<file path="config.mk">
export PLATFORM = sky130hd
export DESIGN_NAME = circle_bresenham_rasterizer
export DESIGN_NICKNAME = d
export VERILOG_FILES = /design/src/cbr_pkg.sv /design/src/cbr_fifo.sv /design/src/cbr_front.sv /design/src/cbr_back.sv /design/src/circle_bresenham_rasterizer.sv
export SDC_FILE = /design/constraint.sdc
export NUM_CORES = 1
export LEC_CHECK = 0
export ABC_AREA = 1
export BUFFER_PORTS_ARGS = -buffer_cell sky130_fd_sc_hd__buf_2
export CAP_MARGIN = 0
export CELL_PAD_IN_SITES_DETAIL_PLACEMENT = 1
export CELL_PAD_IN_SITES_GLOBAL_PLACEMENT = 2
export CORE_ASPECT_RATIO = 0.75
export CORE_MARGIN = 2
export CORE_UTILIZATION = 38
export CTS_CLUSTER_DIAMETER = 60
export DETAILED_ROUTE_END_ITERATION = 8
export MAX_ROUTING_LAYER = met4
export PLACE_DENSITY_LB_ADDON = 0.1
export REMOVE_ABC_BUFFERS = 1
export SYNTH_ARGS = -nofsm -noshare
export SYNTH_HDL_FRONTEND = slang
export SYNTH_SLANG_ARGS = --single-unit
</file>
<file path="constraint.sdc">
create_clock -name clk -period 4.88 [get_ports clk]
set_input_delay 0.244 -clock clk [delete_from_list [all_inputs] [get_ports clk]]
set_output_delay 0.244 -clock clk [all_outputs]
set_load 0.01 [all_outputs]
</file>
<file path="src/cbr_pkg.sv">
// ----------------------------------------------------------------------------
// cbr_pkg
// shared constants and types of the midpoint circle rasterizer
// ----------------------------------------------------------------------------
`default_nettype none

package cbr_pkg;

	// default coordinate width
	localparam int CBR_COORD_BITS = 11;

	// fixed field widths
	localparam int IN_COORD_W = 11;
	localparam int IN_RAD_W   = 10;
	localparam int PIX_W      = 13;
	localparam int DEC_W      = 16;

	// decision variable constants
	localparam logic [DEC_W-1:0] D_INIT  = 16'd3;
	localparam logic [DEC_W-1:0] D_DIAG  = 16'd10;
	localparam logic [DEC_W-1:0] D_AXIAL = 16'd6;

	// pixels emitted for one octant position
	localparam int PIX_PER_STEP = 8;
	localparam int PIX_IDX_W    = 3;

	// job queue depth between front and back
	localparam int QUEUE_DEPTH = 2;

	// item opcodes
	localparam logic OP_START = 1'b0;
	localparam logic OP_STEP  = 1'b1;

	// job control carried from front to back
	typedef struct packed {
		logic pix;   // eight pixels, else one empty result
		logic done;  // octant finished
	} job_ctl_t;

endpackage

`default_nettype wire

</file>
<file path="src/cbr_fifo.sv">
// ----------------------------------------------------------------------------
// cbr_fifo
// small register queue with first-word fall-through head
// ----------------------------------------------------------------------------
`default_nettype none

module cbr_fifo #(
	parameter int WIDTH = 8,
	parameter int DEPTH = 2
) (
	input  wire logic             clk,
	input  wire logic             arst_n,
	input  wire logic             push,
	input  wire logic [WIDTH-1:0] wdata,
	output logic                  space,
	input  wire logic             pop,
	output logic                  rvalid,
	output logic [WIDTH-1:0]      rdata
);

	localparam int PTR_W = (DEPTH > 1) ? $clog2(DEPTH) : 1;
	localparam int CNT_W = $clog2(DEPTH + 1);

	logic [WIDTH-1:0] mem_q [DEPTH];
	logic [PTR_W-1:0] wr_ptr_q;
	logic [PTR_W-1:0] rd_ptr_q;
	logic [CNT_W-1:0] count_q;

	assign space  = (count_q != CNT_W'(DEPTH));
	assign rvalid = (count_q != '0);
	assign rdata  = mem_q[rd_ptr_q];

	function automatic logic [PTR_W-1:0] next_ptr(input logic [PTR_W-1:0] p);
		logic [PTR_W-1:0] n;
		n = (p == PTR_W'(DEPTH - 1)) ? '0 : p + PTR_W'(1);
		return n;
	endfunction

	always_ff @(posedge clk or negedge arst_n) begin
		if (!arst_n) begin
			wr_ptr_q <= '0;
			rd_ptr_q <= '0;
			count_q  <= '0;
		end else begin
			if (push)
				wr_ptr_q <= next_ptr(wr_ptr_q);
			if (pop)
				rd_ptr_q <= next_ptr(rd_ptr_q);
			if (push && !pop)
				count_q <= count_q + CNT_W'(1);
			else if (pop && !push)
				count_q <= count_q - CNT_W'(1);
		end
	end

	always_ff @(posedge clk) begin
		if (push)
			mem_q[wr_ptr_q] <= wdata;
	end

	a_no_pop_empty: assert property (@(posedge clk) disable iff (!arst_n)
		pop |-> count_q != '0)
		else $error("queue popped while empty");

	a_no_push_full: assert property (@(posedge clk) disable iff (!arst_n)
		count_q == CNT_W'(DEPTH) && !pop |=> count_q == CNT_W'(DEPTH) && !push)
		else $error("queue overfilled");

endmodule

`default_nettype wire

</file>
<file path="src/cbr_front.sv">
// ----------------------------------------------------------------------------
// cbr_front
// accepts items, runs the decision recurrence and queues pixel jobs
// ----------------------------------------------------------------------------
`default_nettype none

module cbr_front #(
	parameter int COORD_BITS = 11
) (
	input  wire logic                           clk,
	input  wire logic                           arst_n,
	input  wire logic                           item_valid,
	output logic                                item_ready,
	input  wire logic                           op,
	input  wire logic [cbr_pkg::IN_COORD_W-1:0] center_x,
	input  wire logic [cbr_pkg::IN_COORD_W-1:0] center_y,
	input  wire logic [cbr_pkg::IN_RAD_W-1:0]   radius,
	input  wire logic                           q_space,
	output logic                                push,
	output cbr_pkg::job_ctl_t                   job_ctl,
	output logic [COORD_BITS-1:0]               job_cx,
	output logic [COORD_BITS-1:0]               job_cy,
	output logic signed [COORD_BITS+1:0]        job_ox,
	output logic signed [COORD_BITS+1:0]        job_oy
);

	import cbr_pkg::*;

	localparam int OFF_W = COORD_BITS + 2;

	logic [COORD_BITS-1:0]   cx_q, cy_q, x_q, y_q;
	logic signed [DEC_W-1:0] d_q;
	logic                    active_q;

	logic [COORD_BITS-1:0]   r_w;
	logic [DEC_W-1:0]        x16, y16, d_start, d_step;
	logic                    diag;
	logic signed [OFF_W-1:0] nx, ny;
	logic                    fin;

	assign item_ready = q_space;
	assign push       = item_valid && q_space;

	always_comb begin
		r_w     = COORD_BITS'(radius);
		x16     = DEC_W'(x_q);
		y16     = DEC_W'(y_q);
		diag    = (d_q > 0);
		d_start = D_INIT - (DEC_W'(r_w) << 1);
		if (diag)
			d_step = d_q + ((x16 - y16) << 2) + D_DIAG;
		else
			d_step = d_q + (x16 << 2) + D_AXIAL;
		nx  = {2'b00, x_q} + OFF_W'(1);
		ny  = diag ? {2'b00, y_q} - OFF_W'(1) : {2'b00, y_q};
		fin = (ny < nx);
	end

	always_comb begin
		job_cx = cx_q;
		job_cy = cy_q;
		job_ox = nx;
		job_oy = ny;
		job_ctl.pix  = 1'b1;
		job_ctl.done = fin;
		case (op)
			OP_START: begin
				job_cx       = COORD_BITS'(center_x);
				job_cy       = COORD_BITS'(center_y);
				job_ox       = '0;
				job_oy       = {2'b00, r_w};
				job_ctl.done = 1'b0;
			end
			OP_STEP: begin
				if (!active_q) begin
					job_ctl.pix  = 1'b0;
					job_ctl.done = 1'b1;
				end
			end
			default: begin
				job_ctl.pix = 1'b0;
			end
		endcase
	end

	always_ff @(posedge clk or negedge arst_n) begin
		if (!arst_n) begin
			cx_q     <= '0;
			cy_q     <= '0;
			x_q      <= '0;
			y_q      <= '0;
			d_q      <= '0;
			active_q <= 1'b0;
		end else if (push) begin
			if (op == OP_START) begin
				cx_q     <= COORD_BITS'(center_x);
				cy_q     <= COORD_BITS'(center_y);
				x_q      <= '0;
				y_q      <= r_w;
				d_q      <= d_start;
				active_q <= 1'b1;
			end else if (active_q) begin
				x_q <= nx[COORD_BITS-1:0];
				y_q <= ny[COORD_BITS-1:0];
				d_q <= d_step;
				if (fin)
					active_q <= 1'b0;
			end
		end
	end

	a_idle_step_keeps_state: assert property (@(posedge clk) disable iff (!arst_n)
		push && op == OP_STEP && !active_q |=> !active_q && $stable(x_q) && $stable(d_q))
		else $error("step without a circle changed state");

endmodule

`default_nettype wire

</file>
<file path="src/cbr_back.sv">
// ----------------------------------------------------------------------------
// cbr_back
// expands a queued job into its mirrored pixels, one per cycle while res_ready allows
// ----------------------------------------------------------------------------
`default_nettype none

module cbr_back #(
	parameter int COORD_BITS = 11
) (
	input  wire logic                          clk,
	input  wire logic                          arst_n,
	input  wire logic                          head_valid,
	output logic                               pop,
	input  wire cbr_pkg::job_ctl_t             head_ctl,
	input  wire logic [COORD_BITS-1:0]         head_cx,
	input  wire logic [COORD_BITS-1:0]         head_cy,
	input  wire logic signed [COORD_BITS+1:0]  head_ox,
	input  wire logic signed [COORD_BITS+1:0]  head_oy,
	output logic                               res_valid,
	input  wire logic                          res_ready,
	output logic signed [cbr_pkg::PIX_W-1:0]   pixel_x,
	output logic signed [cbr_pkg::PIX_W-1:0]   pixel_y,
	output logic                               pixel_valid,
	output logic                               last,
	output logic                               done_res
);

	import cbr_pkg::*;

	localparam int OFF_W = COORD_BITS + 2;
	localparam int SUM_W = (OFF_W > PIX_W) ? OFF_W : PIX_W;

	logic [PIX_IDX_W-1:0]    k_q;
	logic                    res_valid_q;
	logic [PIX_W-1:0]        pixel_x_q, pixel_y_q;
	logic                    pixel_valid_q, last_q, done_q;

	logic                    ld, fire, is_last;
	logic signed [OFF_W-1:0] a_col, a_row;
	logic [SUM_W-1:0]        cxw, cyw, acw, arw, col, row;

	assign ld      = !res_valid_q || res_ready;
	assign fire    = ld && head_valid;
	assign is_last = !head_ctl.pix || (k_q == PIX_IDX_W'(PIX_PER_STEP - 1));
	assign pop     = fire && is_last;

	// k[2] swaps axes, k[0] mirrors the column, k[1] mirrors the row
	always_comb begin
		a_col = k_q[2] ? head_oy : head_ox;
		a_row = k_q[2] ? head_ox : head_oy;
		cxw   = SUM_W'(head_cx);
		cyw   = SUM_W'(head_cy);
		acw   = SUM_W'(a_col);
		arw   = SUM_W'(a_row);
		col   = k_q[0] ? cxw - acw : cxw + acw;
		row   = k_q[1] ? cyw - arw : cyw + arw;
	end

	always_ff @(posedge clk or negedge arst_n) begin
		if (!arst_n) begin
			res_valid_q <= 1'b0;
			k_q         <= '0;
		end else if (fire) begin
			res_valid_q <= 1'b1;
			k_q         <= is_last ? '0 : k_q + PIX_IDX_W'(1);
		end else if (res_ready) begin
			res_valid_q <= 1'b0;
		end
	end

	always_ff @(posedge clk) begin
		if (fire) begin
			if (head_ctl.pix) begin
				pixel_x_q     <= col[PIX_W-1:0];
				pixel_y_q     <= row[PIX_W-1:0];
				pixel_valid_q <= 1'b1;
			end else begin
				pixel_x_q     <= '0;
				pixel_y_q     <= '0;
				pixel_valid_q <= 1'b0;
			end
			last_q <= is_last;
			done_q <= head_ctl.done;
		end
	end

	assign res_valid   = res_valid_q;
	assign pixel_x     = pixel_x_q;
	assign pixel_y     = pixel_y_q;
	assign pixel_valid = pixel_valid_q;
	assign last        = last_q;
	assign done_res    = done_q;

	a_empty_result_form: assert property (@(posedge clk) disable iff (!arst_n)
		res_valid_q && !pixel_valid_q |-> last_q && done_q)
		else $error("empty result without last and done");

	a_mid_job_head_held: assert property (@(posedge clk) disable iff (!arst_n)
		k_q != '0 |-> head_valid && head_ctl.pix)
		else $error("job left the queue before its last pixel");

endmodule

`default_nettype wire

</file>
<file path="src/circle_bresenham_rasterizer.sv">
// ----------------------------------------------------------------------------
// circle_bresenham_rasterizer
// midpoint circle generator emitting eight-way mirrored pixels
// ----------------------------------------------------------------------------
//
//   channel  signals                        dir  payload
//   -------  -----------------------------  ---  ------------------------------
//   item     item_valid / item_ready        in   op, center_x, center_y, radius
//   result   res_valid / res_ready          out  pixel_x, pixel_y, pixel_valid,
//                                                last, done_res
//
// - a start or active step gives eight result beats, a step with no circle one
// - the result port moves one beat per cycle while res_ready holds; a pixel step fills eight beats
// - an item's first beat passes the job queue, then the output register
// - the front takes an item each cycle while the two-entry job queue has room
// - reset clears the circle state, the queue and the output valid flag
//
`default_nettype none

module circle_bresenham_rasterizer #(
	parameter int COORD_BITS = cbr_pkg::CBR_COORD_BITS
) (
	input  wire logic                           clk,
	input  wire logic                           arst_n,
	// item channel
	input  wire logic                           item_valid,
	output logic                                item_ready,
	input  wire logic                           op,
	input  wire logic [cbr_pkg::IN_COORD_W-1:0] center_x,
	input  wire logic [cbr_pkg::IN_COORD_W-1:0] center_y,
	input  wire logic [cbr_pkg::IN_RAD_W-1:0]   radius,
	// result channel
	output logic                                res_valid,
	input  wire logic                           res_ready,
	output logic signed [cbr_pkg::PIX_W-1:0]    pixel_x,
	output logic signed [cbr_pkg::PIX_W-1:0]    pixel_y,
	output logic                                pixel_valid,
	output logic                                last,
	output logic                                done_res
);

	import cbr_pkg::*;

	// offsets carry two extra bits: x may pass 2^COORD_BITS-1, y may reach -1
	localparam int OFF_W = COORD_BITS + 2;
	localparam int CTL_W = $bits(job_ctl_t);
	localparam int JOB_W = CTL_W + 2 * COORD_BITS + 2 * OFF_W;

	// front side job
	logic                    push, q_space;
	job_ctl_t                f_ctl;
	logic [COORD_BITS-1:0]   f_cx, f_cy;
	logic signed [OFF_W-1:0] f_ox, f_oy;

	// queue head as seen by the back
	logic                    head_valid, pop;
	logic [JOB_W-1:0]        wdata, rdata;
	job_ctl_t                h_ctl;
	logic [COORD_BITS-1:0]   h_cx, h_cy;
	logic signed [OFF_W-1:0] h_ox, h_oy;

	// front: classifies the item and advances the decision variable at accept
	cbr_front #(
		.COORD_BITS(COORD_BITS)
	) u_front (
		.clk       (clk),
		.arst_n    (arst_n),
		.item_valid(item_valid),
		.item_ready(item_ready),
		.op        (op),
		.center_x  (center_x),
		.center_y  (center_y),
		.radius    (radius),
		.q_space   (q_space),
		.push      (push),
		.job_ctl   (f_ctl),
		.job_cx    (f_cx),
		.job_cy    (f_cy),
		.job_ox    (f_ox),
		.job_oy    (f_oy)
	);

	assign wdata = {f_ctl, f_cx, f_cy, f_ox, f_oy};

	// job queue decouples the recurrence from the pixel port
	cbr_fifo #(
		.WIDTH(JOB_W),
		.DEPTH(QUEUE_DEPTH)
	) u_queue (
		.clk   (clk),
		.arst_n(arst_n),
		.push  (push),
		.wdata (wdata),
		.space (q_space),
		.pop   (pop),
		.rvalid(head_valid),
		.rdata (rdata)
	);

	assign {h_ctl, h_cx, h_cy, h_ox, h_oy} = rdata;

	// back: walks the eight octant mirrors into the output register
	cbr_back #(
		.COORD_BITS(COORD_BITS)
	) u_back (
		.clk        (clk),
		.arst_n     (arst_n),
		.head_valid (head_valid),
		.pop        (pop),
		.head_ctl   (h_ctl),
		.head_cx    (h_cx),
		.head_cy    (h_cy),
		.head_ox    (h_ox),
		.head_oy    (h_oy),
		.res_valid  (res_valid),
		.res_ready  (res_ready),
		.pixel_x    (pixel_x),
		.pixel_y    (pixel_y),
		.pixel_valid(pixel_valid),
		.last       (last),
		.done_res   (done_res)
	);

endmodule

`default_nettype wire
</file>
# --- Yosys cells after proc, flatten, opt, wreduce, memory -nomap -nowiden ---
# Memory sizes are Yosys's and may differ from the RTL's.
# Index checks and enable logic that the tools add are counted.
op_classes:
  n_addsub: 17
  multipliers: 0
  div_mod_pow: 0
  order_cmp: 2
  n_eq_ne: 3
  shifts: 0
  mux: 32
  bitwise: 1
  reduce_logical: 15
ops:
  columns: ["cell", "n"]
  rows:
  - ["13-bit two-way mux", 7]
  - ["11-bit two-way mux", 6]
  - ["16-bit two-way mux", 3]
  - ["11-bit by 13-bit adder with 13-bit output", 2]
  - ["11-bit by 13-bit subtractor with 13-bit output", 2]
  - ["16-bit by 13-bit adder with 16-bit output", 1]
  - ["16-bit adder", 1]
  - ["16-bit by 3-bit adder with 16-bit output, second input constant", 1]
  - ["16-bit by 4-bit adder with 16-bit output, second input constant", 1]
  - ["16-bit by 1-bit > comparator with 1-bit output, second input constant", 1]
  - ["13-bit < comparator", 1]
  - ["11-bit by 1-bit adder with 12-bit output, second input constant", 1]
  - ["11-bit by 1-bit subtractor with 12-bit output, second input constant", 1]
  - ["11-bit by 11-bit subtractor with 12-bit output", 1]
  - ["2-bit by 11-bit subtractor with 12-bit output, first input constant", 1]
  - ["1-bit two-way mux", 11]
  - ["2-bit two-way mux", 3]
  - ["2-bit nonzero test", 3]
  - ["1-bit logical AND", 5]
  - ["1-bit logical NOT", 4]
  - ["3-bit by 1-bit adder with 3-bit output, second input constant", 1]
  - ["3-bit equality test, second input constant", 1]
  - ["3-bit two-way mux", 1]
  - ["1-bit adder, second input constant", 2]
  - ["other kinds (8)", 9]
totals:
  reg_bits: 98
  latchBits: 0
  ramBits: 100
  mem_bits_ro: 0
  input_bits: 37
  output_inout_bits: 31
  wordCells: 87
  n_memories: 1
mem_list:
  columns: ["memory", "depth", "width", "read_ports", "rd_clocked_by_memory_dff", "wr", "line", "source"]
  rows:
  - ["u_queue.mem_q", 2, 50, 1, 0, 1, "cbr_fifo.sv:24", "logic [WIDTH-1:0] mem_q [DEPTH];"]

# --- Logic depth before layout (Yosys ltp) ---
depth:
  depth_word: 7
  ltp_mapped: 24
  mapped_depth_nobuf: 24

# --- Modules after synthesis ---
# Synthesis repeated with hierarchy kept, for this count alone.
hier_totals:
  cells_unflattened: 1532
  hier_area_um2: 13444.1
modules_own_cells:
  columns: ["mod", "n_inst", "cells_per_inst", "area_each_um2", "seq_area_each_um2"]
  rows:
  - ["cbr_front", 1, 873, 6012.0, 1526.5]
  - ["cbr_fifo", 1, 181, 4067.7, 3103.0]
  - ["cbr_back", 1, 478, 3364.5, 970.9]

# --- Least setup slack after synthesis ---
# Ideal clock, no wire load.
synth_timing:
  path_kind: "flip-flop to flip-flop"
  from: "reg u_front.x_q[0]"
  to: "reg u_front.d_q[15]"
  setup_ps: 135
  arrival_time_ps: 3246
  required_time_ps: 4745
  setup_slack_ps: 1499
  stages_incl_launch_ff: 25
  n_path_buf: 0
  period_less_slack_ps: 3381
  cell_sequence: "dfrtp_1 -> inv_1 -> ha_1 -> inv_1 -> fa_1 -> nand3_1 -> nand2_1 -> a31oi_1 -> o21ai_0 -> nand2_1 -> nand2_1 -> a21oi_1 -> xnor2_1 -> ha_1 -> ha_1 -> a21o_1 -> nand3_1 -> nand2_1 -> nand3b_1 -> inv_1 -> nand2_1 -> nand3_1 -> nand2_1 -> nand2_1 -> a21boi_0"
synth_via:
  elab_chain_cells: 6
  elab_cells_between_ends: 8
  classes_between: "add/sub (5); mux (3)"
synth_lines:
  columns: ["element", "line", "source"]
  rows:
  - ["from (decl)", "cbr_front.sv:31", "logic [COORD_BITS-1:0] cx_q, cy_q, x_q, y_q;"]
  - ["from (signal assigned)", "cbr_front.sv:103", "x_q <= nx[COORD_BITS-1:0];"]
  - ["11-bit by 11-bit subtractor with 12-bit output", "cbr_front.sv:51", "d_step = d_q + ((x16 - y16) << 2) + D_DIAG;"]
  - ["16-bit adder", "cbr_front.sv:51", null]
  - ["16-bit by 4-bit adder with 16-bit output", "cbr_front.sv:51", null]
  - ["16-bit two-way mux (*)", "cbr_front.sv:50", "if (diag)"]
  - ["16-bit two-way mux (*)", "cbr_front.sv:102", "end else if (active_q) begin"]
  - ["16-bit two-way mux (*)", "cbr_front.sv:95", "if (op == OP_START) begin"]
  - ["to (signal assigned)", "cbr_front.sv:100", "d_q <= d_start;"]
  - ["to (signal assigned)", "cbr_front.sv:105", "d_q <= d_step;"]
  - ["to (decl)", "cbr_front.sv:32", "logic signed [DEC_W-1:0] d_q;"]
# Every way passes the cells marked *; elsewhere a longest branch is shown, timed or not. The select of a mux whose other input is x is not followed.
# A chain may end at the register's enable or synchronous reset.

# --- Worst setup path in the final report ---
# Same ends and word-level chain as after synthesis.

==> reports/results.tsv <==
metric	value	unit
rows	57	
highest_layer	met4	
fillerInstances	3933	
netlist_instances	1526	
place_area	13400	um^2
path_max_fanout	5	
cts_tree	built	
worst_slack	0.809	ns
dr_wl_met3	1.77	mm
grt_overflow	0	
wl_met1	21.4	mm
antenna_found_initial	0	
setup_viol	0	
htreeDepth	4	
synth_top_family_by_area	simple AND/OR/NAND/NOR gates	
max-cap-violations	0	
initialDrtViolationCount	721	
clock-sinks	194	
rsz0062_at_grt	false	
vias	10600	
area_growth	11.2	%
drive_above_1_share	9.52	%
avgSynthCellArea	8.25	um^2
fin_area	14000	um^2
grt_util_all_layers	23.2	%
max_freq	0.246	GHz
finalCriticalPeriod	4.07	ns
remaining_drc_errors	0	
routed_wl	38.1	mm
synth_simple_gate_area_share	22.1	%
status	finished, final reports clean	
wl_met2	14.7	mm
grt_max_degree	82	
io_buffers	67	
muxShareOfSynthArea	0.159	%
dieArea	34600	um^2
utilization	43.1	%
dp_hpwl	29.2	mm
slew_headroom	22.1	%
place_congestion	0.876	
fin_crit_sh	83.4	%
multi_input_area	6340	um^2
die_h	162	um
die_w	214	um
fin_skew	0.0148	ns
post-place-ws	0.848	ns
ant_nets	0	
start_util	38.7	%
clk_latency	0.46	ns
maxSlewViolCount	0	
clk_pin_slew_worst_paths	0.08	ns
yosys_register_bits	194	
clock_tree.buffer_depth	2	
arrival	4.45	ns
cts_resized	0	
cts_root_buffer	clkbuf_16	
grt_pass1_wl	59.8	mm
hold_path_class	input pin to register	
antennaDiodeCount	0	
yosysSeqAreaShare	43.5	%
setup_tns	0	ns
grt_pass1_vias	10300	
tightest_slew	1.17	ns
cp.required	5.25	ns
synth_xor_area_share	3.96	%
end_kind	register	
synthAdderAreaFrac	10.7	%
hold_viol_final	0	
first_pass_iters	5	
coreArea	32500	um^2
synth_warnings	0	
synth_compound_area_share	13.3	%
num_io_pins	68	
crit_type	register to register	
ys_types	51	
cts_buffers	17	
syn_area	12600	um^2
layout.area.seq	5480	um^2
nets	1726	
setup.worst_path.start_class	register	
via_per_inst	5.19	
routedWlPerCell	18.7	um
## through the flow
step                      std cells  hold WS (ns)
after floorplan                1481       -0.0516
after CTS                      2039         0.127
after global placement         2005         0.369
after global routing           2039         0.166
after detailed placement       2005         0.368
final                          2039         0.150
## worst max-delay path: stages, from the launching register on
cell and delay, ns:
dfrtp_1 0.43, inv_1 0.13, ha_1 0.16, inv_1 0.05
fa_1 0.40, nand3_1 0.09, nand2_1 0.10, a31oi_1 0.32
o21ai_0 0.23, nand2_1 0.10, nand2_1 0.06, a21oi_1 0.18
xnor2_1 0.15, ha_1 0.25, ha_1 0.35, nand2_1 0.11
nor2_1 0.16, nand3_1 0.11, nand3b_1 0.13, inv_1 0.05
nand2_1 0.05, nand3_1 0.07, nand2_1 0.07, nand2_1 0.05
a21boi_0 0.17
## flip-flops by register name (all words and copies together) (netlist names), 2 cells and up
signal and flops:
u_back.k_q 3, u_front.d_q 16, u_queue.mem_q 96, u_queue.count_q 2, u_front.cx_q 11, u_front.x_q 11
u_front.cy_q 11, u_back.pixel_x 13, u_back.pixel_y 13, u_front.y_q 11
## path summary, 6_finish.rpt
path                                                      to  cells after the start  slack, ns                        from
worst max-delay path             u_front.d_q[15]$_DFFE_PN0P_                     24       0.81  u_front.x_q[0]$_DFFE_PN0P_
worst min-delay path              u_front.d_q[1]$_DFFE_PN0P_                      4       0.15                   radius[0]
worst max register to register   u_front.d_q[15]$_DFFE_PN0P_                     24       0.81  u_front.x_q[0]$_DFFE_PN0P_
worst min register to register    u_front.d_q[0]$_DFFE_PN0P_                      1       0.50  u_front.d_q[0]$_DFFE_PN0P_
max in group asynchronous       u_queue.rd_ptr_q$_DFFE_PN0P_                      3       3.56                      arst_n
min in group asynchronous        u_front.d_q[12]$_DFFE_PN0P_                      2       0.40                      arst_n
## area by class of cell
type                       instances  share of cell area [%]
multi-input combinational       1139                    45.3
sequential                       194                    39.1
inverter                         148                    3.97
tap                              442                    3.95
clock buffer                      24                    3.37
timing repair buffer              84                    3.36
clock inverter                     8                   0.920
## cells by family after synthesis
group / after synthesis
compound gates: 304
xor+xnor: 57
fa+ha+maj: 105
buf+inv: 193
flops: 194
mux: 2
simple gates: 671
## placed cells by master, fill, tap and decap left out, types with 4 or more instances in the layout
cell and count:
ha_1 100, dfrtp_1 68, nand2_1 428, nor2_1 107, clkbuf_16 17, o21a_1 8
or2_1 5, o21ai_1 12, edfxtp_1 125, nor3_1 11, nand4_1 12, a31oi_1 7
buf_4 16, a21oi_1 95, fa_1 5, or2_2 6, o21ai_2 15, nand3b_1 5
nor2_4 4, nand3_1 74, xor2_1 33, xnor2_1 24, buf_2 66, inv_1 143
nand2_2 7, inv_2 4, o21ai_0 142, clkbuf_1 5
## per-layer routing
layer	vias to the layer above	GRT usage, %
li1	5250	-
met1	5146	36.9
met2	184	30.7
met3	10	3.80
met4	0	3.69
met5	-	-
## synth_stat cells (all sizes together)
cell type	count	share of area (%)
a211oi	1	0.060
a21boi	3	0.18
a21o	2	0.12
a21oi	96	3.8
a22oi	3	0.18
a2bb2oi	3	0.21
a31o	1	0.070
a31oi	7	0.35
and2	1	0.050
and3	2	0.099
buf	21	1.1
clkbuf	24	0.72
clkinv	1	0.030
dfrtp	69	14
edfxtp	125	30
fa	5	0.79
ha	100	9.9
inv	147	4.4
mux2i	2	0.16
nand2	435	13
nand3	76	3.1
nand3b	6	0.39
nand4	12	0.60
nor2	112	3.5
nor3	11	0.44
nor3b	1	0.060
nor4	3	0.15
o2111ai	2	0.14
o211ai	3	0.18
o21a	8	0.48
o21ai	169	7.2
o21bai	3	0.18
o22a	2	0.14
o22ai	1	0.050
or2	12	0.60
xnor2	24	1.7
xor2	33	2.3
## what timing repair did
item	in CTS	in global routing
hold buffers	2	0
setup buffers	0	0
hold endpoints to repair	46	0
Power is not shown: default switching activity piles up to over one toggle a cycle in this logic, so the estimate is an artifact.
